## src/hdl/cubic_bezier_solve_y_for_x_defines.svh

```systemverilog
// Assertion helpers for the checked module, cbs_ctrl.
// Each expects clk and rst_n in scope.
`ifndef CUBIC_BEZIER_SOLVE_Y_FOR_X_DEFINES_SVH
`define CUBIC_BEZIER_SOLVE_Y_FOR_X_DEFINES_SVH

// same-cycle implication
`define CBS_ASSERT_IMP(lbl, ante, cons, msg) \
    lbl: assert property (@(posedge clk) disable iff (!rst_n) (ante) |-> (cons)) \
        else $error(msg);

// next-cycle implication
`define CBS_ASSERT_NXT(lbl, ante, cons, msg) \
    lbl: assert property (@(posedge clk) disable iff (!rst_n) (ante) |=> (cons)) \
        else $error(msg);

`endif

```

## src/hdl/cbs_pkg.sv

```systemverilog
package cbs_pkg;

    localparam int MAX_ITER = 24;
    localparam int COORD_W  = 24;
    localparam int T_BITS   = 16;
    localparam int TOL_W    = 16;

    // t and 1-t carry one extra bit so that 1.0 fits
    localparam int T_W    = T_BITS + 1;
    // weights with the factor 3 applied
    localparam int W_W    = T_BITS + 2;
    localparam int MA_W   = COORD_W + 1;
    localparam int MB_W   = W_W + 1;
    localparam int PROD_W = MA_W + MB_W;
    localparam int ACC_W  = PROD_W + 2;
    localparam int SH_W   = ACC_W - T_BITS;
    localparam int ERR_W  = COORD_W + 1;
    localparam int ITER_W = $clog2(MAX_ITER + 1);

    localparam logic [TOL_W-1:0]        TOL_RESET = TOL_W'(655);
    localparam logic [T_W-1:0]          T_ONE     = T_W'(1) << T_BITS;
    localparam logic [PROD_W-1:0]       PROD_HALF = PROD_W'(1) << (T_BITS - 1);
    localparam logic signed [ACC_W-1:0] ACC_HALF  = ACC_W'(1) << (T_BITS - 1);
    localparam logic signed [SH_W-1:0]  SH_MAX    = (SH_W'(1) << (COORD_W - 1)) - SH_W'(1);
    localparam logic signed [SH_W-1:0]  SH_MIN    = -SH_MAX - SH_W'(1);

    // one evaluation: six weight products, eight coordinate products, two drain steps
    typedef enum logic [3:0] {
        ST_SS  = 4'd0,
        ST_TT  = 4'd1,
        ST_W0  = 4'd2,
        ST_W1  = 4'd3,
        ST_W2  = 4'd4,
        ST_W3  = 4'd5,
        ST_X0  = 4'd6,
        ST_X1  = 4'd7,
        ST_X2  = 4'd8,
        ST_X3  = 4'd9,
        ST_Y0  = 4'd10,
        ST_Y1  = 4'd11,
        ST_Y2  = 4'd12,
        ST_Y3  = 4'd13,
        ST_ACC = 4'd14,
        ST_FIN = 4'd15
    } step_t;

    typedef struct packed {
        logic           busy;
        logic           issue;
        logic           fin_fire;
        step_t          step;
        logic [T_W-1:0] mid;
    } ctrl_t;

    typedef struct packed {
        logic met;
        logic err_pos;
        logic out_free;
    } judge_t;

    typedef struct packed {
        logic  vld;
        step_t tag;
    } mtag_t;

endpackage

```

## src/hdl/cbs_mul.sv

```systemverilog
module cbs_mul
    import cbs_pkg::*;
(
    input  logic                     clk,
    input  logic                     rst_n,
    input  logic                     en,
    input  step_t                    tag,
    input  logic signed [MA_W-1:0]   a,
    input  logic signed [MB_W-1:0]   b,
    output logic signed [PROD_W-1:0] prod,
    output mtag_t                    res
);

    logic signed [PROD_W-1:0] prod_reg;
    mtag_t                    res_reg;

    always_ff @(posedge clk)
    begin
        if (en)
        begin
            prod_reg <= a * b;
        end
    end

    always_ff @(posedge clk or negedge rst_n)
    begin
        if (!rst_n)
        begin
            res_reg <= '0;
        end
        else
        begin
            res_reg.vld <= en;
            res_reg.tag <= tag;
        end
    end

    assign prod = prod_reg;
    assign res  = res_reg;

endmodule

```

## src/hdl/cbs_ctrl.sv

```systemverilog
`include "cubic_bezier_solve_y_for_x_defines.svh"

module cbs_ctrl
    import cbs_pkg::*;
(
    input  logic   clk,
    input  logic   rst_n,
    input  logic   in_fire,
    input  judge_t judge,
    output ctrl_t  ctrl
);

    typedef enum logic [1:0] {
        S_IDLE = 2'b01,
        S_RUN  = 2'b10
    } state_t;

    state_t            state_reg, state_next;
    step_t             step_reg, step_next;
    logic [ITER_W-1:0] iter_reg, iter_next;
    logic [T_W-1:0]    left_reg, left_next;
    logic [T_W-1:0]    right_reg, right_next;
    logic [T_W-1:0]    mid;
    logic              last_iter;
    logic              at_fin;
    logic              done;

    assign mid       = left_reg + ((right_reg - left_reg) >> 1);
    assign last_iter = (iter_reg == ITER_W'(MAX_ITER - 1));
    assign at_fin    = (state_reg == S_RUN) && (step_reg == ST_FIN);
    assign done      = judge.met || last_iter;

    always_comb
    begin
        state_next = state_reg;
        step_next  = step_reg;
        iter_next  = iter_reg;
        left_next  = left_reg;
        right_next = right_reg;
        unique case (state_reg)
            S_IDLE:
            begin
                if (in_fire)
                begin
                    state_next = S_RUN;
                    step_next  = ST_SS;
                    iter_next  = '0;
                    left_next  = '0;
                    right_next = T_ONE;
                end
            end
            S_RUN:
            begin
                if (step_reg != ST_FIN)
                begin
                    step_next = step_t'(step_reg + 4'd1);
                end
                else if (done)
                begin
                    // hold the final step until the output register is free
                    if (judge.out_free)
                    begin
                        state_next = S_IDLE;
                    end
                end
                else
                begin
                    step_next = ST_SS;
                    iter_next = iter_reg + 1'b1;
                    if (judge.err_pos)
                    begin
                        left_next = mid;
                    end
                    else
                    begin
                        right_next = mid;
                    end
                end
            end
            default:
            begin
                state_next = S_IDLE;
            end
        endcase
    end

    always_ff @(posedge clk or negedge rst_n)
    begin
        if (!rst_n)
        begin
            state_reg <= S_IDLE;
            step_reg  <= ST_SS;
            iter_reg  <= '0;
            left_reg  <= '0;
            right_reg <= T_ONE;
        end
        else
        begin
            state_reg <= state_next;
            step_reg  <= step_next;
            iter_reg  <= iter_next;
            left_reg  <= left_next;
            right_reg <= right_next;
        end
    end

    assign ctrl.busy     = (state_reg == S_RUN);
    assign ctrl.issue    = (state_reg == S_RUN) && (step_reg <= ST_Y3);
    assign ctrl.fin_fire = at_fin && done && judge.out_free;
    assign ctrl.step     = step_reg;
    assign ctrl.mid      = mid;

    // bounds may meet once they were adjacent and the error was not positive
    `CBS_ASSERT_NXT(a_start, state_reg == S_IDLE && in_fire,
        state_reg == S_RUN && step_reg == ST_SS && iter_reg == '0, "bad start of request")
    `CBS_ASSERT_IMP(a_bounds, state_reg == S_RUN, left_reg <= right_reg,
        "bisection bounds crossed")
    `CBS_ASSERT_IMP(a_iter_cap, state_reg == S_RUN, iter_reg <= ITER_W'(MAX_ITER - 1),
        "iteration count past cap")
    `CBS_ASSERT_NXT(a_advance, at_fin && !done,
        step_reg == ST_SS && iter_reg == $past(iter_reg) + 1'b1, "iteration did not advance")
    `CBS_ASSERT_NXT(a_finish, ctrl.fin_fire, state_reg == S_IDLE,
        "still busy after result load")

endmodule

```

## src/hdl/cubic_bezier_solve_y_for_x.sv

```systemverilog
// channel  | handshake            | payload
// ---------+----------------------+----------------------------------------------
// in       | in_valid / in_ready  | target_x, start_*, ctrl1_*, ctrl2_*, end_*
// out      | out_valid / out_ready| point_x, point_y, param_t, gave_up
// cfg      | cfg_valid / cfg_ready| cfg_data (tolerance)
//
// One evaluation runs 14 products through the single shared 25x19 multiplier
// plus two drain/decide steps. A request runs n = 1..24 evaluations from
// accept to out_valid; in_ready rises together with out_valid.
// Reset is asynchronous; tolerance returns to 655.
// A result waits in the output register while the next request runs; if it is
// still untaken when that request finishes, the final step holds.
module cubic_bezier_solve_y_for_x
    import cbs_pkg::*;
(
    input  logic                      clk,
    input  logic                      rst_n,
    input  logic                      in_valid,
    output logic                      in_ready,
    input  logic signed [COORD_W-1:0] target_x,
    input  logic signed [COORD_W-1:0] start_x,
    input  logic signed [COORD_W-1:0] start_y,
    input  logic signed [COORD_W-1:0] ctrl1_x,
    input  logic signed [COORD_W-1:0] ctrl1_y,
    input  logic signed [COORD_W-1:0] ctrl2_x,
    input  logic signed [COORD_W-1:0] ctrl2_y,
    input  logic signed [COORD_W-1:0] end_x,
    input  logic signed [COORD_W-1:0] end_y,
    output logic                      out_valid,
    input  logic                      out_ready,
    output logic signed [COORD_W-1:0] point_x,
    output logic signed [COORD_W-1:0] point_y,
    output logic [T_BITS-1:0]         param_t,
    output logic                      gave_up,
    input  logic                      cfg_valid,
    output logic                      cfg_ready,
    input  logic [TOL_W-1:0]          cfg_data
);

    ctrl_t  ctrl;
    judge_t judge;
    mtag_t  mres;
    logic   in_fire;

    logic [TOL_W-1:0]          tol_reg;
    logic signed [COORD_W-1:0] target_reg;
    logic signed [COORD_W-1:0] px_reg [0:3];
    logic signed [COORD_W-1:0] py_reg [0:3];
    logic [T_W-1:0]            s2_reg, t2_reg;
    logic [W_W-1:0]            w_reg [0:3];
    logic signed [ACC_W-1:0]   accx_reg, accy_reg;

    logic                      out_valid_reg;
    logic signed [COORD_W-1:0] point_x_reg, point_y_reg;
    logic [T_BITS-1:0]         param_t_reg;
    logic                      gave_up_reg;

    logic [T_W-1:0]            s_val;
    logic signed [MA_W-1:0]    mul_a;
    logic signed [MB_W-1:0]    mul_b;
    logic signed [PROD_W-1:0]  prod;
    logic [PROD_W-1:0]         prod_rnd_sum;
    logic [T_W-1:0]            prod_rnd;
    logic [W_W-1:0]            prod_rnd3;
    logic signed [ACC_W-1:0]   prod_ext;
    logic signed [COORD_W-1:0] cx, cy;
    logic signed [ERR_W-1:0]   err;
    logic [ERR_W-1:0]          mag;

    function automatic logic signed [COORD_W-1:0] coord_round(
        input logic signed [ACC_W-1:0] acc
    );
        logic signed [ACC_W-1:0] sum;
        logic signed [SH_W-1:0]  sh;
        sum = acc + ACC_HALF;
        sh  = sum[ACC_W-1:T_BITS];
        if (sh > SH_MAX)
        begin
            sh = SH_MAX;
        end
        else if (sh < SH_MIN)
        begin
            sh = SH_MIN;
        end
        return sh[COORD_W-1:0];
    endfunction

    assign in_ready  = !ctrl.busy;
    assign in_fire   = in_valid && in_ready;
    assign cfg_ready = 1'b1;

    cbs_ctrl u_ctrl (
        .clk     (clk),
        .rst_n   (rst_n),
        .in_fire (in_fire),
        .judge   (judge),
        .ctrl    (ctrl)
    );

    always_ff @(posedge clk or negedge rst_n)
    begin
        if (!rst_n)
        begin
            tol_reg <= TOL_RESET;
        end
        else if (cfg_valid && cfg_ready)
        begin
            tol_reg <= cfg_data;
        end
    end

    always_ff @(posedge clk)
    begin
        if (in_fire)
        begin
            target_reg <= target_x;
            px_reg[0]  <= start_x;
            py_reg[0]  <= start_y;
            px_reg[1]  <= ctrl1_x;
            py_reg[1]  <= ctrl1_y;
            px_reg[2]  <= ctrl2_x;
            py_reg[2]  <= ctrl2_y;
            px_reg[3]  <= end_x;
            py_reg[3]  <= end_y;
        end
    end

    // operand select for the shared multiplier
    assign s_val = T_ONE - ctrl.mid;

    always_comb
    begin
        mul_a = '0;
        mul_b = '0;
        unique case (ctrl.step)
            ST_SS:
            begin
                mul_a = {{(MA_W-T_W){1'b0}}, s_val};
                mul_b = {{(MB_W-T_W){1'b0}}, s_val};
            end
            ST_TT:
            begin
                mul_a = {{(MA_W-T_W){1'b0}}, ctrl.mid};
                mul_b = {{(MB_W-T_W){1'b0}}, ctrl.mid};
            end
            ST_W0:
            begin
                mul_a = {{(MA_W-T_W){1'b0}}, s2_reg};
                mul_b = {{(MB_W-T_W){1'b0}}, s_val};
            end
            ST_W1:
            begin
                mul_a = {{(MA_W-T_W){1'b0}}, s2_reg};
                mul_b = {{(MB_W-T_W){1'b0}}, ctrl.mid};
            end
            ST_W2:
            begin
                mul_a = {{(MA_W-T_W){1'b0}}, t2_reg};
                mul_b = {{(MB_W-T_W){1'b0}}, s_val};
            end
            ST_W3:
            begin
                mul_a = {{(MA_W-T_W){1'b0}}, t2_reg};
                mul_b = {{(MB_W-T_W){1'b0}}, ctrl.mid};
            end
            ST_X0:
            begin
                mul_a = {px_reg[0][COORD_W-1], px_reg[0]};
                mul_b = {1'b0, w_reg[0]};
            end
            ST_X1:
            begin
                mul_a = {px_reg[1][COORD_W-1], px_reg[1]};
                mul_b = {1'b0, w_reg[1]};
            end
            ST_X2:
            begin
                mul_a = {px_reg[2][COORD_W-1], px_reg[2]};
                mul_b = {1'b0, w_reg[2]};
            end
            ST_X3:
            begin
                mul_a = {px_reg[3][COORD_W-1], px_reg[3]};
                mul_b = {1'b0, w_reg[3]};
            end
            ST_Y0:
            begin
                mul_a = {py_reg[0][COORD_W-1], py_reg[0]};
                mul_b = {1'b0, w_reg[0]};
            end
            ST_Y1:
            begin
                mul_a = {py_reg[1][COORD_W-1], py_reg[1]};
                mul_b = {1'b0, w_reg[1]};
            end
            ST_Y2:
            begin
                mul_a = {py_reg[2][COORD_W-1], py_reg[2]};
                mul_b = {1'b0, w_reg[2]};
            end
            ST_Y3:
            begin
                mul_a = {py_reg[3][COORD_W-1], py_reg[3]};
                mul_b = {1'b0, w_reg[3]};
            end
            default:
            begin
                mul_a = '0;
                mul_b = '0;
            end
        endcase
    end

    cbs_mul u_mul (
        .clk   (clk),
        .rst_n (rst_n),
        .en    (ctrl.issue),
        .tag   (ctrl.step),
        .a     (mul_a),
        .b     (mul_b),
        .prod  (prod),
        .res   (mres)
    );

    // round half up for the weight products (always non-negative)
    assign prod_rnd_sum = prod + PROD_HALF;
    assign prod_rnd     = prod_rnd_sum[T_BITS +: T_W];
    assign prod_rnd3    = W_W'(prod_rnd) + (W_W'(prod_rnd) << 1);
    assign prod_ext     = {{(ACC_W-PROD_W){prod[PROD_W-1]}}, prod};

    // write-back in the cycle after issue
    always_ff @(posedge clk)
    begin
        if (mres.vld)
        begin
            case (mres.tag)
                ST_SS:   s2_reg   <= prod_rnd;
                ST_TT:   t2_reg   <= prod_rnd;
                ST_W0:   w_reg[0] <= W_W'(prod_rnd);
                ST_W1:   w_reg[1] <= prod_rnd3;
                ST_W2:   w_reg[2] <= prod_rnd3;
                ST_W3:   w_reg[3] <= W_W'(prod_rnd);
                ST_X0:   accx_reg <= prod_ext;
                ST_X1, ST_X2, ST_X3:
                         accx_reg <= accx_reg + prod_ext;
                ST_Y0:   accy_reg <= prod_ext;
                ST_Y1, ST_Y2, ST_Y3:
                         accy_reg <= accy_reg + prod_ext;
                default: ;
            endcase
        end
    end

    assign cx  = coord_round(accx_reg);
    assign cy  = coord_round(accy_reg);
    assign err = {target_reg[COORD_W-1], target_reg} - {cx[COORD_W-1], cx};
    assign mag = err[ERR_W-1] ? ERR_W'(-err) : ERR_W'(err);

    assign judge.met      = (mag <= ERR_W'(tol_reg));
    assign judge.err_pos  = !err[ERR_W-1] && (err != '0);
    assign judge.out_free = !out_valid_reg || out_ready;

    always_ff @(posedge clk or negedge rst_n)
    begin
        if (!rst_n)
        begin
            out_valid_reg <= 1'b0;
        end
        else if (ctrl.fin_fire)
        begin
            out_valid_reg <= 1'b1;
        end
        else if (out_ready)
        begin
            out_valid_reg <= 1'b0;
        end
    end

    always_ff @(posedge clk)
    begin
        if (ctrl.fin_fire)
        begin
            point_x_reg <= cx;
            point_y_reg <= cy;
            param_t_reg <= ctrl.mid[T_BITS-1:0];
            gave_up_reg <= !judge.met;
        end
    end

    assign out_valid = out_valid_reg;
    assign point_x   = point_x_reg;
    assign point_y   = point_y_reg;
    assign param_t   = param_t_reg;
    assign gave_up   = gave_up_reg;

endmodule
```

## config.mk

```make
export PLATFORM = sky130hd
export DESIGN_NAME = cubic_bezier_solve_y_for_x
export DESIGN_NICKNAME = d
export VERILOG_FILES = /design/src/hdl/cbs_pkg.sv /design/src/hdl/cbs_mul.sv /design/src/hdl/cbs_ctrl.sv /design/src/hdl/cubic_bezier_solve_y_for_x.sv
export VERILOG_INCLUDE_DIRS = /design/src /design/src/hdl
export SDC_FILE = /design/constraint.sdc
export NUM_CORES = 2
export LEC_CHECK = 0
export BUFFER_PORTS_ARGS = -buffer_cell sky130_fd_sc_hd__buf_2
export CAP_MARGIN = 15
export CORE_MARGIN = 5
export CORE_UTILIZATION = 25
export CTS_BUF_LIST = sky130_fd_sc_hd__clkbuf_4
export DETAILED_ROUTE_END_ITERATION = 6
export GPL_ROUTABILITY_DRIVEN = 0
export GPL_TIMING_DRIVEN = 0
export HOLD_SLACK_MARGIN = 0.05
export PLACE_DENSITY = 0.46
export SLEW_MARGIN = 20
export SYNTH_ARGS = -nofsm -noshare
export SYNTH_HDL_FRONTEND = slang
export SYNTH_SLANG_ARGS = --single-unit
```

## constraint.sdc

```tcl
create_clock -name clk -period 12.2 [get_ports clk]
set_input_delay 0.61 -clock clk [delete_from_list [all_inputs] [get_ports clk]]
set_output_delay 0.61 -clock clk [all_outputs]
set_load 0.1 [all_outputs]
```

**Word-level counts from Yosys, hierarchy flattened**

Memories as Yosys holds them, arrays and structs flattened.
Index checks and enable logic that the tools add are counted.

- Add/subtract/negate cells: 13
- $mul: 1
- Div/mod/pow operators: 0
- $lt $le $gt $ge: 6
- Eq/ne operators: 39
- Shift operators: 0
- Mux-type cells: 56
- Bitwise gates (word level): 0
- Reductions and logical operators: 41

Operators by type and width:

| cell | number |
|---|---|
| $pmux 25 s12 | 1 |
| $pmux 46 s2 | 2 |
| $mux 17 | 8 |
| $pmux 18 s6 | 1 |
| $add 46x17->46 const B | 2 |
| $add 46x44->46 | 2 |
| $mux 24 | 3 |
| $pmux 17 s2 | 2 |
| $gt 30x24->1 const B | 2 |
| $lt 30x24->1 const B | 2 |
| $mux 18 | 3 |
| $reduce_or 18->1 | 3 |
| $eq 4x4->1 const B | 13 |
| $mul 25x19->44 | 1 |
| $add 33x16->33 const B | 1 |
| $eq 4x3->1 const B | 8 |
| $le 25x16->1 | 1 |
| $mux 25 | 1 |
| $neg 25->25 | 1 |
| $reduce_bool 25->1 | 1 |
| $sub 24x24->25 | 1 |
| $mux 1 | 19 |
| $add 17x18->18 | 1 |
| $add 17x16->17 | 1 |
| other kinds (31) | 76 |

- Flip-flop bits (word level): 326
- Latch bits: 0
- Memory bits (writable): 264
- Memory bits (read-only): 0
- Input bits: 237
- Logic and storage cells: 178
- Memories: 3

Memory list:

| memory | depth | bits a word | read ports | clocked after Yosys merged registers in | write ports | line | RTL |
|---|---|---|---|---|---|---|---|
| px_reg | 4 | 24 | 4 | 0 | 4 | cubic_bezier_solve_y_for_x.sv:47 | `logic signed [COORD_W-1:0] px_reg [0:3];` |
| py_reg | 4 | 24 | 4 | 0 | 4 | cubic_bezier_solve_y_for_x.sv:48 | `logic signed [COORD_W-1:0] py_reg [0:3];` |
| w_reg | 4 | 18 | 4 | 0 | 1 | cubic_bezier_solve_y_for_x.sv:50 | `logic [W_W-1:0] w_reg [0:3];` |

**Longest topological paths before layout**

- Word-level depth: 12
- Mapped depth: 50

**By module**

A second synthesis with hierarchy kept.

- Cell total of the unflattened synthesis: 4,723
- Area total of the unflattened synthesis: 49,317.3 µm²

Modules (own cells, without submodules):

| module | instances | cells each | area an instance (µm²) |
|---|---|---|---|
| cubic_bezier_solve_y_for_x | 1 | 2,441 | 27,437.6 |
| cbs_mul | 1 | 1,879 | 18,292.5 |
| cbs_ctrl | 1 | 403 | 3,587.2 |

**Least setup slack after synthesis**

OpenSTA, ideal clock, no wires.

- Path type: register to register
- Start: register accx_reg[15]
- End: register gave_up_reg, in the netlist gave_up (enable)
- Data arrival time: 12.135 ns
- Required time: 11.619 ns
- Setup slack: -0.516 ns
- Stages on the path, launching flop included: 38
- Buffers on the path: 2
- Period minus slack after synthesis: 12.716 ns
- Cell sequence: edfxtp_1 > ha_1 > and3_1 > and3_1 > and3_1 > and3_1 > and2_0 > and3_1 > nand3_1 > nor2_1 > xnor2_1 > nor2_1 > clkbuf_1 > a21oi_1 > ha_1 > fa_1 > nand2b_1 > a211oi_2 > (+2 left out) > nor2_1 > o31ai_1 > clkbuf_1 > nor2_1 > a21oi_1 > ha_1 > nor2b_1 > o21a_1 > o21a_1 > o21ai_0 > a21oi_1 > o31a_1 > o21ai_0 > o2111a_1 > o211a_1 > nand4_4 > a21oi_1 > nor3b_1

RTL lines:

| what | line | RTL |
|---|---|---|
| start, declared | cubic_bezier_solve_y_for_x.sv:51 | `logic signed [ACC_W-1:0] accx_reg, accy_reg;` |
| start signal, assigned | cubic_bezier_solve_y_for_x.sv:243 | `ST_X0: accx_reg <= prod_ext;` |
| start signal, assigned | cubic_bezier_solve_y_for_x.sv:245 | `accx_reg <= accx_reg + prod_ext;` |
| end signal, assigned | cubic_bezier_solve_y_for_x.sv:286 | `gave_up_reg <= !judge.met;` |
| end, declared | cubic_bezier_solve_y_for_x.sv:56 | `logic gave_up_reg;` |

==> metrics <==
PortBufs=303; nature of the critical path startpoint=flop; post-synth top area share=0.320; max_cap viols=0; share of layout cells above drive strength 1=0.147; Max Slew Vio Count=0; Worst Skew=0.0953 ns; Arr. time, crit path=12.57 ns; Crit Path Class=flop to flop; worst path bufs/invs=11; Netlist Area Pre-Place=48900 um2; Ports=305; final WL=175000 um; Final Hold Vio Count=0; CP max stage delay=0.60 ns; grt ovf=0; Vias/cell=4.68; worst-margin pin slew=1.19 ns; drt pass-1 iters=7; routed via count=39900; fraction of synthesis flops using an asynchronous set or reset pin=0.114; Worst Path Max Fanout=7; setup slack at placement=-2.75 ns; worst-skew pair later-pin latency=1.16 ns; CTS sink cnt=588; largest net degree at the start of global routing=111; Seq/Total Area, Yosys=0.354; worst hold path type=input pin to flop; CP required=13.02 ns; CTS H-tree lvls=4; fin crit share=0.963; final net count=6738; Die H=452 um; clk buf depth=3; Worst path slowest cell=or4b_2; Final Critical Period=11.75 ns; Reg clk slew, reported paths=0.07 ns; row count=162; final non-filler cell total=8515; Worst slew margin=0.200; antenna-violating nets left=0; first-pass GRT wire length=262000 um; cell family with most CP delay=adder cells; global-route usage over all layers=0.169; CTS tree=done; Synth area leader=edfxtp_1; Area contributors post-synth=edfxtp_1 32%, fa_1 18%, ha_1 7.7%, inv_1 5.1%, nand2_1 4.4%; status=finished clean; initial antenna violation count=9; ys flop type=edfxtp_1; DP Wirelength=134000 um; Post-Route Setup TNS=0 ns; Setup crit end kind=flop; Area Growth Syn to Fin=25.3%; detailed-route wire length per cell=20.5 um; Post-Syn Instances=4845; post-route setup slack=0.454 ns; Root Buffer=clkbuf_4; EDFF count, synth=521; Placed Cells=7810; Die ar.=205000 um2; starting density of the core=0.251; core footprint=195000 um2; count of yosys warnings during synthesis=0; fmax=85.1 MHz; syn nets=5822; CTS Buf Count=165; Die Wd=452 um; Core Util, Final=0.315; Post-route DRC=0; Seq cells post-synth=588; fillers=20100; DR iter-0 viols=3060; Avg Inst Size Synth=10.1 um2; vias in the first global route=41100; Final Setup Violations=0; Cell variety after synth=98
-- through the flow --
stage	hold slack (ns)	cell area, um2
after floorplan	0.314	48900
after global placement	0.456	53700
after detailed placement	0.459	54500
after CTS	0.0501	60700
after global routing	0.0961	61300
final	0.219	61300
-- logic make-up after synthesis --
family / Yosys count / synth area share
xor+xnor: 245 / 0.0439
flops: 588 / 0.354
mux: 42 / 0.0105
fa+ha+maj: 740 / 0.257
other cells: 1 / 0.0000767
buf+inv: 849 / 0.0662
simple gates: 1374 / 0.132
compound gates: 1006 / 0.136
-- worst register-to-register path: cells and delay by family, from the launching register on --
family	cells	cell delay, ns
adders and majority gates	9	3.94
AOI/OAI and AO/OA	14	2.89
and+or+nand+nor	13	2.53
buffers and inverters	11	1.14
xor gates and xnor gates	3	0.54
DFF	1	0.40
-- routing by layer --
metal,global-route usage,vias up,share of wire
met5,0,-,0.000040
met4,0.0517,2,0.030
met3,0.0293,243,0.061
met2,0.270,1279,0.45
met1,0.234,19700,0.46
li1,-,18600,-
-- Yosys cell counts, types with 9 or more instances --
| cell type | n |
|---|---|
| mux2_4 | 14 |
| and3_1 | 54 |
| or2_2 | 13 |
| nor2b_1 | 49 |
| a31oi_1 | 32 |
| inv_1 | 668 |
| dfrtp_1 | 59 |
| o211ai_1 | 17 |
| a211o_1 | 13 |
| a22o_1 | 36 |
| clkbuf_1 | 161 |
| nor4_1 | 23 |
| nand3_1 | 104 |
| nor3_1 | 59 |
| nand2b_1 | 24 |
| a21o_1 | 84 |
| a221oi_1 | 29 |
| ha_1 | 301 |
| or4_1 | 9 |
| o31ai_1 | 22 |
| nand2_1 | 568 |
| xnor2_1 | 143 |
| and2_1 | 103 |
| nor2_1 | 262 |
| nand4_1 | 50 |
| xor2_1 | 102 |
| a22oi_1 | 57 |
| o21ai_1 | 12 |
| o21bai_1 | 23 |
| buf_2 | 11 |
| o21a_1 | 63 |
| a21boi_0 | 12 |
| edfxtp_1 | 521 |
| a211oi_1 | 35 |
| nor3b_1 | 10 |
| fa_1 | 439 |
| mux2_2 | 19 |
| or3_1 | 16 |
| a222oi_1 | 18 |
| o21ai_0 | 245 |
| a21oi_1 | 218 |
-- layout make-up --
type	count	area, um2	area share
multi-input cells	3408	29100	0.475
flip-flops and latches	588	17300	0.283
repair buffers	753	6120	0.0999
well taps	2624	3280	0.0536
inverters	668	2520	0.0412
clock buffers	241	1810	0.0295
plain buffers	177	769	0.0126
clock inverters	46	299	0.00488
diodes	10	25.0	0.000408
-- path summary, 6_finish.rpt --
check | from | end | slack, ns | cells after the start
max | u_ctrl.left_reg[1] | u_mul.prod[40] | 0.45 | 50
min | start_y[6] | py_reg[0][6] | 0.22 | 2
max reg2reg | u_ctrl.left_reg[1] | u_mul.prod[40] | 0.45 | 50
min reg2reg | u_ctrl.right_reg[16] | u_ctrl.right_reg[16] | 0.47 | 2
max in group asynchronous | rst_n | u_ctrl.right_reg[16] | 11.22 | 4
min in group asynchronous | rst_n | u_ctrl.right_reg[0] | 0.63 | 4
-- layout by cell type, fill, tap and decap left out, drive strengths merged, types with 59 or more instances in the layout --
cell type	Yosys	routed
a21o	84	84
a21oi	219	219
and2	106	106
dfrtp	59	59
clkbuf	161	398
ha	301	301
xnor2	143	143
inv	668	674
o21a	63	63
edfxtp	521	521
nor2	262	262
dlygate4sd3	0	373
nor3	60	60
nand2	568	568
o21ai	258	258
fa	439	439
buf	20	399
xor2	102	102
nand3	104	104
-- what timing repair did --
action,in CTS,in global routing
endpoints found under the setup margin,28,55
hold buffers,374,0
pin swaps,10,30
hold endpoints to repair,325,0
cloned,1,0
setup buffers,20,17
resized for setup,51,89
Power is left out: the tool's default activity adds up to more than one toggle a clock period on the data nets, which glitch-free logic cannot reach.
